===== config.mk =====
export PLATFORM = sky130hd
export DESIGN_NAME = serial_stamped_double_ended_queue
export DESIGN_NICKNAME = d
export VERILOG_FILES = /design/src/hw/rtl/ssdq_pkg.sv /design/src/hw/rtl/ssdq_ram.sv /design/src/hw/rtl/serial_stamped_double_ended_queue.sv
export VERILOG_INCLUDE_DIRS = /design/src /design/src/hw/rtl
export SDC_FILE = /design/constraint.sdc
export NUM_CORES = 1
export LEC_CHECK = 0
export ABC_AREA = 1
export BUFFER_PORTS_ARGS = -buffer_cell sky130_fd_sc_hd__buf_4
export CAP_MARGIN = 20
export CORE_ASPECT_RATIO = 0.75
export CORE_MARGIN = 3
export CORE_UTILIZATION = 45
export CTS_BUF_LIST = sky130_fd_sc_hd__clkbuf_4 sky130_fd_sc_hd__clkbuf_8
export CTS_CLUSTER_DIAMETER = 50
export DETAILED_ROUTE_END_ITERATION = 8
export GPL_ROUTABILITY_DRIVEN = 0
export PLACE_DENSITY = 0.65
export SKIP_LAST_GASP = 1
export SLEW_MARGIN = 20
export SYNTH_ARGS = -nofsm -noshare
export SYNTH_HDL_FRONTEND = slang
export SYNTH_SLANG_ARGS = --single-unit

===== constraint.sdc =====
create_clock -name clock -period 6.2 [get_ports clock]
set_input_delay 1.24 -clock clock [delete_from_list [all_inputs] [get_ports clock]]
set_output_delay 1.24 -clock clock [all_outputs]
set_load 0.005 [all_outputs]

===== src/hw/rtl/serial_stamped_double_ended_queue_assert.svh =====
// Assertion macros shared by the serial-stamped queue RTL.
// Plain text only; included by the modules that carry checks.
`ifndef SERIAL_STAMPED_DOUBLE_ENDED_QUEUE_ASSERT_SVH
`define SERIAL_STAMPED_DOUBLE_ENDED_QUEUE_ASSERT_SVH

// expr holds at every clock edge outside reset
`define SSDQ_ASSERT_ALWAYS(name, clk, rst, expr, msg) \
   name: assert property (@(posedge clk) disable iff (rst) (expr)) else $error(msg);

// cons holds in the same cycle as ante
`define SSDQ_ASSERT_IMPLY(name, clk, rst, ante, cons, msg) \
   name: assert property (@(posedge clk) disable iff (rst) (ante) |-> (cons)) else $error(msg);

// cons holds in the cycle after ante
`define SSDQ_ASSERT_NEXT(name, clk, rst, ante, cons, msg) \
   name: assert property (@(posedge clk) disable iff (rst) (ante) |=> (cons)) else $error(msg);

`endif


===== src/hw/rtl/ssdq_pkg.sv =====
// Types and codes for the serial-stamped double-ended queue.
// No dependencies; used by the top level by scoped names.
package ssdq_pkg;

   localparam int MODE_W   = 3;
   localparam int STATUS_W = 2;
   localparam int SERIAL_W = 16;
   localparam int COUNT_W  = 8;
   localparam int DATA_W   = 32;
   localparam int OCC_W    = 4;

   typedef enum logic [MODE_W-1:0] {
      MODE_PUSH_TAIL = 3'd0,
      MODE_POP_HEAD  = 3'd1,
      MODE_POP_TAIL  = 3'd2,
      MODE_PEEK_HEAD = 3'd3,
      MODE_PEEK_TAIL = 3'd4,
      MODE_BUMP_HEAD = 3'd5,
      MODE_STATUS    = 3'd6
   } mode_type;

   typedef enum logic [STATUS_W-1:0] {
      STATUS_DONE  = 2'd0,
      STATUS_FULL  = 2'd1,
      STATUS_EMPTY = 2'd2
   } status_type;

   localparam logic [COUNT_W-1:0] COUNT_SAT = 8'hFF;
   localparam logic [SERIAL_W-1:0] SERIAL_RESET = 16'd1;
   localparam logic [SERIAL_W-1:0] SERIAL_WRAP  = 16'd1;

endpackage


===== src/hw/rtl/ssdq_ram.sv =====
// Simple dual-port synchronous RAM, one write and one registered read port.
// No dependencies; holds the entry stores of the queue.
module ssdq_ram #(
   parameter int WIDTH = 8,
   parameter int DEPTH = 16
) (
   input  logic                     clock,
   input  logic                     wr_en,
   input  logic [$clog2(DEPTH)-1:0] wr_addr,
   input  logic [WIDTH-1:0]         wr_data,
   input  logic                     rd_en,
   input  logic [$clog2(DEPTH)-1:0] rd_addr,
   output logic [WIDTH-1:0]         rd_data
);

   logic [WIDTH-1:0] mem [DEPTH];
   logic [WIDTH-1:0] rd_data_ff;

   always_ff @(posedge clock) begin
      if (wr_en) begin
         mem[wr_addr] <= wr_data;
      end
   end

   always_ff @(posedge clock) begin
      if (rd_en) begin
         rd_data_ff <= mem[rd_addr];
      end
   end

   assign rd_data = rd_data_ff;

endmodule


===== src/hw/rtl/serial_stamped_double_ended_queue.sv =====
// Top level of the serial-stamped double-ended queue: control FSM, pointers, result register.
// Depends on ssdq_pkg, ssdq_ram and serial_stamped_double_ended_queue_assert.svh.
//
//  channel | direction | handshake          | beat contents
//  req_    | in        | req_valid/req_stall | mode, payload, initial_count
//  rsp_    | out       | rsp_valid/rsp_stall | status, entry fields, occupancy, next_serial
//  csr_    | in        | csr_wr_en           | start serial (loads the serial counter)
//
// Each operation first reads the entry RAMs (registered read port), then executes and
// writes back pointers, counter and RAMs.
// A new request is taken as soon as the previous one has executed; the result register
// lets one result wait for rsp_stall while the next request reads the RAMs.
// Execute holds while the result register is full and stalled.
// Synchronous reset clears pointers, occupancy and FSM; no RAM clearing pass is needed.
module serial_stamped_double_ended_queue #(
   parameter int SLOTS        = 16,
   parameter int PAYLOAD_BITS = 32,
   parameter int SERIAL_MAX   = 59999
) (
   input  logic        clock,
   input  logic        reset,

   input  logic        req_valid,
   output logic        req_stall,
   input  logic [2:0]  req_mode,
   input  logic [31:0] req_payload,
   input  logic [7:0]  req_initial_count,

   output logic        rsp_valid,
   input  logic        rsp_stall,
   output logic [1:0]  rsp_status,
   output logic [31:0] rsp_entry_payload,
   output logic [15:0] rsp_entry_serial,
   output logic [7:0]  rsp_entry_count,
   output logic [3:0]  rsp_occupancy,
   output logic [15:0] rsp_next_serial,

   input  logic        csr_wr_en,
   input  logic [15:0] csr_wr_data
);

   localparam int PTR_W = $clog2(SLOTS);
   localparam int CNT_W = $clog2(SLOTS);
   localparam int PW    = (PAYLOAD_BITS < ssdq_pkg::DATA_W) ? PAYLOAD_BITS : ssdq_pkg::DATA_W;
   localparam int SW    = ssdq_pkg::SERIAL_W;
   localparam int CW    = ssdq_pkg::COUNT_W;

   typedef enum logic {ST_IDLE, ST_EXEC} state_type;

   function automatic logic [PTR_W-1:0] ring_next(input logic [PTR_W-1:0] p);
      return (p == PTR_W'(SLOTS-1)) ? '0 : p + 1'b1;
   endfunction

   function automatic logic [PTR_W-1:0] ring_prev(input logic [PTR_W-1:0] p);
      return (p == '0) ? PTR_W'(SLOTS-1) : p - 1'b1;
   endfunction

   state_type state_ff, state_in;
   logic [2:0]       op_mode_ff, op_mode_in;
   logic [PW-1:0]    op_payload_ff, op_payload_in;
   logic [CW-1:0]    op_count_ff, op_count_in;
   logic [PTR_W-1:0] head_ff, head_in;
   logic [PTR_W-1:0] tail_ff, tail_in;
   logic [CNT_W-1:0] total_ff, total_in;
   logic [SW-1:0]    serial_ff, serial_in;

   logic             rsp_valid_ff, rsp_valid_in;
   logic [1:0]       rsp_status_ff, rsp_status_in;
   logic [31:0]      rsp_payload_ff, rsp_payload_in;
   logic [SW-1:0]    rsp_serial_ff, rsp_serial_in;
   logic [CW-1:0]    rsp_count_ff, rsp_count_in;
   logic [3:0]       rsp_occ_ff, rsp_occ_in;
   logic [SW-1:0]    rsp_next_ff, rsp_next_in;

   logic             req_take;
   logic             exec_go;
   logic             full;
   logic             empty;
   logic [PTR_W-1:0] next_head;
   logic [PTR_W-1:0] next_tail;
   logic [PTR_W-1:0] rd_addr;

   logic             data_we;
   logic [SW+PW-1:0] data_wdata;
   logic [SW+PW-1:0] data_rdata;
   logic             count_we;
   logic [PTR_W-1:0] count_waddr;
   logic [CW-1:0]    count_wdata;
   logic [CW-1:0]    count_rdata;

   logic [PW+31:0]    payload_ext;
   logic [CNT_W+3:0]  total_ext;

   assign req_stall = (state_ff != ST_IDLE);
   assign req_take  = req_valid && !req_stall;
   assign exec_go   = (state_ff == ST_EXEC) && (!rsp_valid_ff || !rsp_stall);

   assign next_head = ring_next(head_ff);
   assign next_tail = ring_next(tail_ff);
   assign full      = (next_tail == head_ff);
   assign empty     = (total_ff == '0);

   // peek tail reads the newest slot, everything else the oldest
   assign rd_addr = (req_mode == ssdq_pkg::MODE_PEEK_TAIL) ? tail_ff : next_head;

   assign data_wdata  = {serial_ff, op_payload_ff};
   assign payload_ext = {32'b0, data_rdata[PW-1:0]};
   assign total_ext   = {4'b0, total_in};

   ssdq_ram #(.WIDTH(SW + PW), .DEPTH(SLOTS)) u_data_ram (
      .clock   (clock),
      .wr_en   (data_we),
      .wr_addr (next_tail),
      .wr_data (data_wdata),
      .rd_en   (req_take),
      .rd_addr (rd_addr),
      .rd_data (data_rdata)
   );

   ssdq_ram #(.WIDTH(CW), .DEPTH(SLOTS)) u_count_ram (
      .clock   (clock),
      .wr_en   (count_we),
      .wr_addr (count_waddr),
      .wr_data (count_wdata),
      .rd_en   (req_take),
      .rd_addr (rd_addr),
      .rd_data (count_rdata)
   );

   always_comb begin
      state_in      = state_ff;
      op_mode_in    = op_mode_ff;
      op_payload_in = op_payload_ff;
      op_count_in   = op_count_ff;
      head_in       = head_ff;
      tail_in       = tail_ff;
      total_in      = total_ff;
      serial_in     = serial_ff;

      rsp_valid_in   = rsp_valid_ff && rsp_stall;
      rsp_status_in  = rsp_status_ff;
      rsp_payload_in = rsp_payload_ff;
      rsp_serial_in  = rsp_serial_ff;
      rsp_count_in   = rsp_count_ff;
      rsp_occ_in     = rsp_occ_ff;
      rsp_next_in    = rsp_next_ff;

      data_we     = 1'b0;
      count_we    = 1'b0;
      count_waddr = next_tail;
      count_wdata = op_count_ff;

      if (req_take) begin
         state_in      = ST_EXEC;
         op_mode_in    = req_mode;
         op_payload_in = req_payload[PW-1:0];
         op_count_in   = req_initial_count;
      end

      if (exec_go) begin
         state_in       = ST_IDLE;
         rsp_valid_in   = 1'b1;
         rsp_status_in  = ssdq_pkg::STATUS_DONE;
         rsp_payload_in = '0;
         rsp_serial_in  = '0;
         rsp_count_in   = '0;
         unique case (op_mode_ff)
            ssdq_pkg::MODE_PUSH_TAIL: begin
               if (full) begin
                  rsp_status_in = ssdq_pkg::STATUS_FULL;
               end else begin
                  tail_in       = next_tail;
                  total_in      = total_ff + 1'b1;
                  data_we       = 1'b1;
                  count_we      = 1'b1;
                  rsp_serial_in = serial_ff;
                  serial_in     = (serial_ff >= SW'(SERIAL_MAX)) ? ssdq_pkg::SERIAL_WRAP
                                                               : serial_ff + 1'b1;
               end
            end
            ssdq_pkg::MODE_POP_HEAD: begin
               if (empty) begin
                  rsp_status_in = ssdq_pkg::STATUS_EMPTY;
               end else begin
                  head_in  = next_head;
                  total_in = total_ff - 1'b1;
               end
            end
            ssdq_pkg::MODE_POP_TAIL: begin
               if (empty) begin
                  rsp_status_in = ssdq_pkg::STATUS_EMPTY;
               end else begin
                  tail_in  = ring_prev(tail_ff);
                  total_in = total_ff - 1'b1;
               end
            end
            ssdq_pkg::MODE_PEEK_HEAD, ssdq_pkg::MODE_PEEK_TAIL: begin
               if (empty) begin
                  rsp_status_in = ssdq_pkg::STATUS_EMPTY;
               end else begin
                  rsp_payload_in = payload_ext[31:0];
                  rsp_serial_in  = data_rdata[SW+PW-1:PW];
                  rsp_count_in   = count_rdata;
               end
            end
            ssdq_pkg::MODE_BUMP_HEAD: begin
               if (empty) begin
                  rsp_status_in = ssdq_pkg::STATUS_EMPTY;
               end else begin
                  count_we    = 1'b1;
                  count_waddr = next_head;
                  count_wdata = (count_rdata == ssdq_pkg::COUNT_SAT) ? ssdq_pkg::COUNT_SAT
                                                                     : count_rdata + 1'b1;
               end
            end
            default: begin
               // status query and unused code: report only
            end
         endcase
         rsp_occ_in  = total_ext[3:0];
         rsp_next_in = serial_in;
      end

      if (csr_wr_en) begin
         serial_in = csr_wr_data;
      end
   end

   always_ff @(posedge clock) begin
      if (reset) begin
         state_ff     <= ST_IDLE;
         head_ff      <= '0;
         tail_ff      <= '0;
         total_ff     <= '0;
         serial_ff    <= ssdq_pkg::SERIAL_RESET;
         rsp_valid_ff <= 1'b0;
      end else begin
         state_ff     <= state_in;
         head_ff      <= head_in;
         tail_ff      <= tail_in;
         total_ff     <= total_in;
         serial_ff    <= serial_in;
         rsp_valid_ff <= rsp_valid_in;
      end
      op_mode_ff     <= op_mode_in;
      op_payload_ff  <= op_payload_in;
      op_count_ff    <= op_count_in;
      rsp_status_ff  <= rsp_status_in;
      rsp_payload_ff <= rsp_payload_in;
      rsp_serial_ff  <= rsp_serial_in;
      rsp_count_ff   <= rsp_count_in;
      rsp_occ_ff     <= rsp_occ_in;
      rsp_next_ff    <= rsp_next_in;
   end

   assign rsp_valid         = rsp_valid_ff;
   assign rsp_status        = rsp_status_ff;
   assign rsp_entry_payload = rsp_payload_ff;
   assign rsp_entry_serial  = rsp_serial_ff;
   assign rsp_entry_count   = rsp_count_ff;
   assign rsp_occupancy     = rsp_occ_ff;
   assign rsp_next_serial   = rsp_next_ff;

`include "serial_stamped_double_ended_queue_assert.svh"

   `SSDQ_ASSERT_ALWAYS(a_total_bound, clock, reset, total_ff <= CNT_W'(SLOTS-1), "occupancy above capacity")
   `SSDQ_ASSERT_IMPLY(a_empty_ptrs, clock, reset, total_ff == '0, head_ff == tail_ff, "empty queue with pointers apart")
   `SSDQ_ASSERT_ALWAYS(a_no_rw_overlap, clock, reset, !(req_take && (data_we || count_we)), "RAM read issued during write-back")
   `SSDQ_ASSERT_NEXT(a_push_serial, clock, reset, exec_go && (op_mode_ff == ssdq_pkg::MODE_PUSH_TAIL) && !full && !csr_wr_en, serial_ff != '0, "serial counter advanced to zero")

endmodule

==> metrics.cfg <==
[synth]
seq_area_frac_synth_pct=73.7
synth_fp_nets=3542
synth_area_per_cell_um2=12.9
synth-seq-cells=1103
yosysUniqueCellTypes=39
yosys_warnings=0
syn_area_um2=44600
synth_cells=3467

[final_layout]
seqCellArea_um2=32800
fillers=8257
syn_to_final_growth_pct=12.8
instances_no_fill=5037
drive_gt1_share_pct=13.5
mostFrequentLayoutCells=edfxtp_1, a21oi_1, o21ai_0
layout_commonest_cell=edfxtp_1
layout.nets=3674
multi_input_area_um2=9630

[power_and_ir_drop]
power_density_nw_per_um2=293
finalPower_mw=14.7
ir_drop_v=0.000190
p_leak_nw=17.5

[grt]
antenna_found_initial=2
track_usage_pct=21.2
grt_max_degree=176
overflow=0
grt_pass1_vias=26500
grt_pass1_wl_mm=165

[floorplanning]
ios=144
dieArea_um2=103000
rows=99
die-height_um=278
coreArea_um2=97700
fp.dieW_um=369
start_util_pct=45.6

[clock_tree]
numClockSinks=1103
clk_latency_ps=850
h-tree-depth=4
cts_tree=built
root_buffer=clkbuf_8
cts-buffers-inserted=165
post_cts_buffers=0
ctsHoldBuffers=0
ctsResizeCount=0
clockBufferDepth=3
clk_pin_slew_ps=60

[setup_path]
r2r.worst_path.cells=12
crit_fanout=32
crit_type=register to register
end_kind=register
arrival_ps=4580
crit_required_ps=6690
cp-start-kind=register

[detailed_routing]
via_per_inst=5.61
drt_wl_total_mm=111
drtAntennaViolNets=0
wl_per_cell_um=22.0
drc_errors=0
drt_iter0_markers=3333
vias=28200
dr.pass1.iters=5

[timing]
fin_skew_ps=41.7
max_freq_ghz=0.245
setup_tns_ps=0
worst_pin_slew_ps=1240
setup_viol=0
rsz0062_at_grt=false
final.setup.worst_slack_ps=2110
timing.hold.ws_ps=523
slew_violations=0
finalCritPeriodShare_pct=65.9
slew_headroom_pct=17.3
period_needed_ps=4090
hold_viol=0

[worst_hold_path]
hold_class=register to register
min_path_cells=2

[job]
drv_cap=0

[placed_design]
place_ws_ps=1800
hpwlAfterDp_mm=56.2
dp.cells=4744
portBuffers=143

[outcome]
status=complete, no violations

worst paths after layout:
| check | start | end | slack, ps |
|---|---|---|---|
| setup / recovery | tail_ff[0] | u_data_ram.mem[14][34] | 2110 |
| hold / removal | rsp_valid | rsp_valid | 520 |
| setup reg to reg | tail_ff[0] | u_data_ram.mem[14][34] | 2110 |
| hold reg to reg | rsp_valid | rsp_valid | 520 |
sequential cells by signal (all words and copies together), names as in the netlist, 8 cells and up:
signal               flops
rsp_next_serial         16
op_count_ff              8
rsp_entry_payload       32
u_data_ram.mem         768
rsp_entry_count          8
u_count_ram.mem        128
rsp_entry_serial        16
serial_ff               16
u_data_ram.rd_data      48
op_payload_ff           32
u_count_ram.rd_data      8
layer usage:
metal  GRT usage [%]  share of wire [%]  vias to the layer above
met5               0                  0                        -
met4            8.01                2.4                        0
met3            3.80                7.9                      185
met2            32.0                 46                     1154
met1            30.7                 44                    13800
li1                -                  -                    13100
worst max-delay path, stage by stage (launching register included):
cell     delay, ps
dfxtp_1        450
ha_1           220
nand2_1        110
nand3_1        130
nand2_1        140
nand2_1        110
nand2_2        130
nand2_2        280
nand2_4        310
nor2_2         310
nand2_1        280
nor2_4         830
buf_4          420
synth_stat cells, drive strengths merged:
master / instances / area (µm²)
nand2: 252 / 983
a2bb2oi: 1 / 8.76
buf: 87 / 521
edfxtp: 1073 / 32200
o22ai: 21 / 131
nor2: 114 / 445
xor2: 8 / 70.1
a211oi: 2 / 15.0
clkbuf: 146 / 548
xnor2: 4 / 35.0
dfxtp: 30 / 601
inv: 322 / 1210
o21ai: 497 / 2510
nor3: 6 / 30.0
nor3b: 1 / 7.51
nand3b: 1 / 7.51
o211ai: 227 / 1700
a31oi: 2 / 12.5
nand4: 10 / 62.6
nand3: 164 / 831
and3: 1 / 6.26
a21oi: 480 / 2410
ha: 11 / 138
clkinv: 1 / 3.75
o22a: 2 / 17.5
and2: 4 / 25.0
per-stage QoR:
| step | instance area, µm² | utilization [%] |
|---|---|---|
| CTS | 50200 | 51.4 |
| global route | 50300 | 51.4 |
| detailed placement | 47000 | 48.1 |
| finish | 50300 | 51.4 |
| global placement | 47000 | 48.1 |
| floorplan | 44600 | - |
cells by family (layout without fill, tap and decap cells):
group / after synthesis / after routing / share of synthesized area [%]
AO/OA/AOI/OAI: 1232 / 1232 / 15.3
flip-flops: 1103 / 1103 / 73.7
buffers and inverters: 556 / 811 / 5.12
AND/OR/NAND/NOR: 553 / 553 / 5.38
XOR/XNOR: 12 / 12 / 0.236
adder cells (fa/ha/maj): 11 / 11 / 0.309
other: 0 / 2 / 0
cell type report:
cell class	count	area share, %
antenna	2	0.00996
clock buffer	236	5.68
clock inverter	54	0.680
inverter	323	2.44
multi-input combinational	1808	19.2
sequential	1103	65.3
tap	1313	3.27
timing repair buffer	198	3.48
report_power, final:
group	switching, mW	internal [mW]	leakage, nW
sequential	0.123	8.29	10.1
clock	2.78	3.08	1.69
combinational	0.307	0.149	5.70
total	3.21	11.5	17.5
Note: power is estimated with default switching activity, not from simulation.
